$ cat config.mk
export PLATFORM = sky130hd
export DESIGN_NAME = dq_obuf
export DESIGN_NICKNAME = d
export VERILOG_FILES = /design/src/rtl/dq_pkg.sv /design/src/rtl/dq_obuf.sv
export SDC_FILE = /design/constraint.sdc
export NUM_CORES = 1
export LEC_CHECK = 0
export BUFFER_PORTS_ARGS = -buffer_cell sky130_fd_sc_hd__buf_2
export CORE_UTILIZATION = 49
export CTS_BUF_LIST = sky130_fd_sc_hd__clkbuf_4
export CTS_CLUSTER_DIAMETER = 60
export DETAILED_ROUTE_END_ITERATION = 10
export PLACE_DENSITY = 0.83
export SLEW_MARGIN = 5
export SYNTH_ARGS = -nofsm -noshare
export SYNTH_HDL_FRONTEND = slang
export SYNTH_SLANG_ARGS = --single-unit
$ cat constraint.sdc
create_clock -name clk -period 8.7 [get_ports clk]
set_clock_uncertainty 0.2 [all_clocks]
set_input_delay 0.435 -clock clk [delete_from_list [all_inputs] [get_ports clk]]
set_output_delay 0.435 -clock clk [all_outputs]
set_load 0.05 [all_outputs]
$ cat src/rtl/dq_pkg.sv
// Shared types and request codes for the double-ended queue.
// No dependencies; used by dq_engine, dq_obuf, double_ended_queue and the test files.
package dq_pkg;

	localparam logic [1:0] REQ_PUSH_FRONT = 2'd0;
	localparam logic [1:0] REQ_PUSH_BACK  = 2'd1;
	localparam logic [1:0] REQ_POP_FRONT  = 2'd2;
	localparam logic [1:0] REQ_POP_BACK   = 2'd3;

	localparam int COUNT_OUT_W = 11;

	typedef struct packed {
		logic [1:0]         req_type;
		logic signed [63:0] push_value;
	} req_t;

	typedef struct packed {
		logic signed [63:0]     front_value;
		logic signed [63:0]     back_value;
		logic [COUNT_OUT_W-1:0] entry_count;
		logic                   is_empty;
		logic                   dropped;
	} rsp_t;

endpackage

$ cat src/rtl/dq_obuf.sv
// Result buffer: output register plus one hold stage so a new request can be
// taken while a result waits. Depends on dq_pkg.
module dq_obuf (
	input  logic         clk,
	input  logic         arst_n,
	input  logic         eng_valid,
	input  dq_pkg::rsp_t eng_rsp,
	output logic         hold_busy,
	output logic         rsp_valid,
	input  logic         rsp_stall,
	output dq_pkg::rsp_t rsp
);

	logic         out_valid_q;
	logic         hold_valid_q;
	dq_pkg::rsp_t out_q;
	dq_pkg::rsp_t hold_q;
	logic         out_free;

	assign out_free  = ~out_valid_q | ~rsp_stall;
	assign rsp_valid = out_valid_q;
	assign rsp       = out_q;
	assign hold_busy = hold_valid_q;

	always_ff @(posedge clk or negedge arst_n) begin
		if (!arst_n) begin
			out_valid_q  <= 1'b0;
			hold_valid_q <= 1'b0;
		end else begin
			if (hold_valid_q) begin
				if (out_free) begin
					out_valid_q  <= 1'b1;
					hold_valid_q <= 1'b0;
				end
			end else if (eng_valid) begin
				if (out_free) begin
					out_valid_q <= 1'b1;
				end else begin
					hold_valid_q <= 1'b1;
				end
			end else if (!rsp_stall) begin
				out_valid_q <= 1'b0;
			end
		end
	end

	always_ff @(posedge clk) begin
		if (hold_valid_q) begin
			if (out_free) begin
				out_q <= hold_q;
			end
		end else if (eng_valid) begin
			if (out_free) begin
				out_q <= eng_rsp;
			end else begin
				hold_q <= eng_rsp;
			end
		end
	end

endmodule

==> results.ini <==
[detailed_routing]
vias=6157
drcViolationCount=0
wl_per_cell_um=18.1
firstDrtPassIters=4
wl_mm=22.9
routed-wl-met3_mm=1.63
vias_per_cell=4.86
drtIter0Drc=262
ant_nets=0
dr.max_layer_used=met4
wl_met2_mm=11.8
met1_length_mm=8.78

[critical_path]
max_stage_delay_ns=0.83
crit_required_ns=8.75
cp.arrival_ns=2.96
start_kind=register
crit_fanout=55
slowest_stage=and4b_4
worst_setup_path_end_kind=register
crit_chain=and4b_4 > buf_4
worstSetupPathType=reg2reg

[clock_tree]
cts_tree=built
root_buffer=clkbuf_4
clkLatencyLatePin_ns=0.64
htreeDepth=3
clkTransAtPathRegs_ns=0.07
cts_sinks=284
cts_buffers=74
clockBufferDepth=3

[timing]
hold_violations=0
finalSetupViolCount=0
slew-limit-headroom_pct=30.6
period_share_pct=33.4
period_needed_ns=2.91
worst_slew_pin_slew_ns=1.04
rsz0062_at_grt=no
fmax_ghz=0.344
whs_ns=0.313
fin_setup_tns_ns=0
drv_slew=0

[logic_synthesis]
synthesis.nets=590
yosysTopAreaCell=edfxtp_1
syn-cell-area_um2=10400
yosys_warnings=0
avgSynthCellArea_um2=23.5
ys_top_cells_by_area=edfxtp_1 81%, mux2_2 10%, mux2_4 6.6%
ys_ff_latch=284
synth_cell_type_count=10
ys_seq_area_share_pct=81.6
syn_inst=445
synth_top_area_share_pct=81.1

[power_and_ir_drop]
p_sw_share_pct=26.8
p_clk_share_pct=34.5
total_power_w=0.00328
p_comb_share_pct=15.2
p_per_area_nw_per_um2=225
pwr-share-seq_pct=50.3
power.internal_w=0.00240
vdd_ir_drop_max_mv=0.155
p_leak_nw=5.71
switchingPower_w=0.000877

[global_route]
grt_max_degree=77
grt_overflow=0
antenna_found_initial=3
grt_pass1_wl_mm=34.6
grt_pass1_vias=6643
gr-usage-all-layers_pct=21.0

[die]
rows=53
initial_utilization_pct=49.8
dieWidth_um=148
core_area_um2=21000
io_pins=288
die_area_um2=21900
die_h_um=148

[final_layout]
multi_input_area_um2=1820
layout.cells.non_filler=1267
layout-drive-gt1-share_pct=55.5
area_growth_pct=39.3
nFillCells=1329
regArea_um2=8520
nNetsFinal=1089

[placement]
io_buffers=287
place_congestion=0.752
place_hpwl_mm=12.6
placedCellCount=997

[hold_path]
hp-class=reg2reg

[status]
status=completed

[flow_run]
maxCapViolCount=0

[logic make-up (layout without fill, tap and decap cells)]
kind of cell / count (synthesis) / count (layout) / synth area share (%)
mux: 141 / 141 / 16.9
simple gates: 1 / 1 / 0.0959
flops: 284 / 284 / 81.6
compound gates: 3 / 3 / 0.264
other cells: 0 / 3 / 0
buf+inv: 16 / 560 / 1.19
[worst max-delay path, delay by kind of cell (launching register included)]
kind,cells,cell delay (ns)
buffers and inverters,1,0.70
and+or+nand+nor,1,0.83
DFF,1,0.74
[power by group through the flow]
stage | logic [W] | clock network, W | registers [W]
3_3_place_gp | 0.000435 | 0 | 0.00167
6_report | 0.000497 | 0.00113 | 0.00165
2_1_floorplan | 0.000127 | 0 | 0.00188
5_1_grt | 0.000519 | 0.00124 | 0.00166
4_1_cts | 0.000495 | 0.00115 | 0.00165
3_5_place_dp | 0.000443 | 0 | 0.00168
[Yosys cell counts]
| master | instances |
|---|---|
| buf_2 | 9 |
| a211o_1 | 1 |
| and4b_1 | 1 |
| edfxtp_1 | 282 |
| mux2_4 | 46 |
| a2bb2oi_1 | 1 |
| o211a_1 | 1 |
| buf_6 | 7 |
| dfrtp_1 | 2 |
| mux2_2 | 95 |
[state kept, by name, indices dropped and copies added, names as in the netlist]
register	cells
hold_busy	1
hold_q	141
rsp	141
rsp_valid	1
[layout make-up]
| type | instances | share of cell area [%] |
|---|---|---|
| diodes | 3 | 0.0516 |
| clock buffers | 104 | 5.37 |
| clock inverters | 17 | 0.843 |
| multi-input cells | 145 | 12.5 |
| flip-flops and latches | 284 | 58.6 |
| well taps | 275 | 2.37 |
| repair buffers | 439 | 20.2 |
[layer usage]
metal | vias up | GRT usage [%]
met5 | - | 0
met4 | 0 | 10.8
met3 | 54 | 6.98
met2 | 291 | 35.9
met1 | 2971 | 23.3
li1 | 2841 | -
[placed cells by master (no fill, tap or decap), drive strengths merged]
master and n:
a211o 1, a2bb2oi 1, and4b 1, buf 293
bufinv 2, clkbuf 104, clkinv 11, clkinvlp 1
dfrtp 2, diode 3, dlygate4sd3 146, edfxtp 282
inv 3, mux2 141, o211a 1
[per-stage QoR]
stage / setup WS, ns / instance area [um^2] / utilization (%)
after floorplan: 3.13 / 10400 / -
after global placement: 5.79 / 12200 / 58.1
after detailed placement: 5.75 / 12200 / 58.1
after CTS: 5.72 / 14500 / 69.3
after global routing: 5.66 / 14500 / 69.4
final: 5.79 / 14500 / 69.4
[final timing paths]
check	startpoint	slack (ns)	end	depth (start not counted)
worst max register to register	hold_busy$_DFF_PN0_	5.79	hold_q[139]$_DFFE_PP_	2
worst min-delay path	hold_q[112]$_DFFE_PP_	0.31	rsp[112]$_DFFE_PP_	1
worst min register to register	hold_q[112]$_DFFE_PP_	0.31	rsp[112]$_DFFE_PP_	1
worst max-delay path	hold_busy$_DFF_PN0_	5.79	hold_q[139]$_DFFE_PP_	2
max in group asynchronous	arst_n	7.71	hold_busy$_DFF_PN0_	3
min in group asynchronous	arst_n	0.46	hold_busy$_DFF_PN0_	3
[timing repair]
| item | in CTS | in global routing |
|---|---|---|
| resized for setup | 0 | 0 |
| hold endpoints to repair | 286 | 0 |
| setup endpoints to repair | 0 | 0 |
| buffers inserted | 0 | 0 |
| hold buffers | 146 | 0 |
Power figures use the tool's default switching activity.
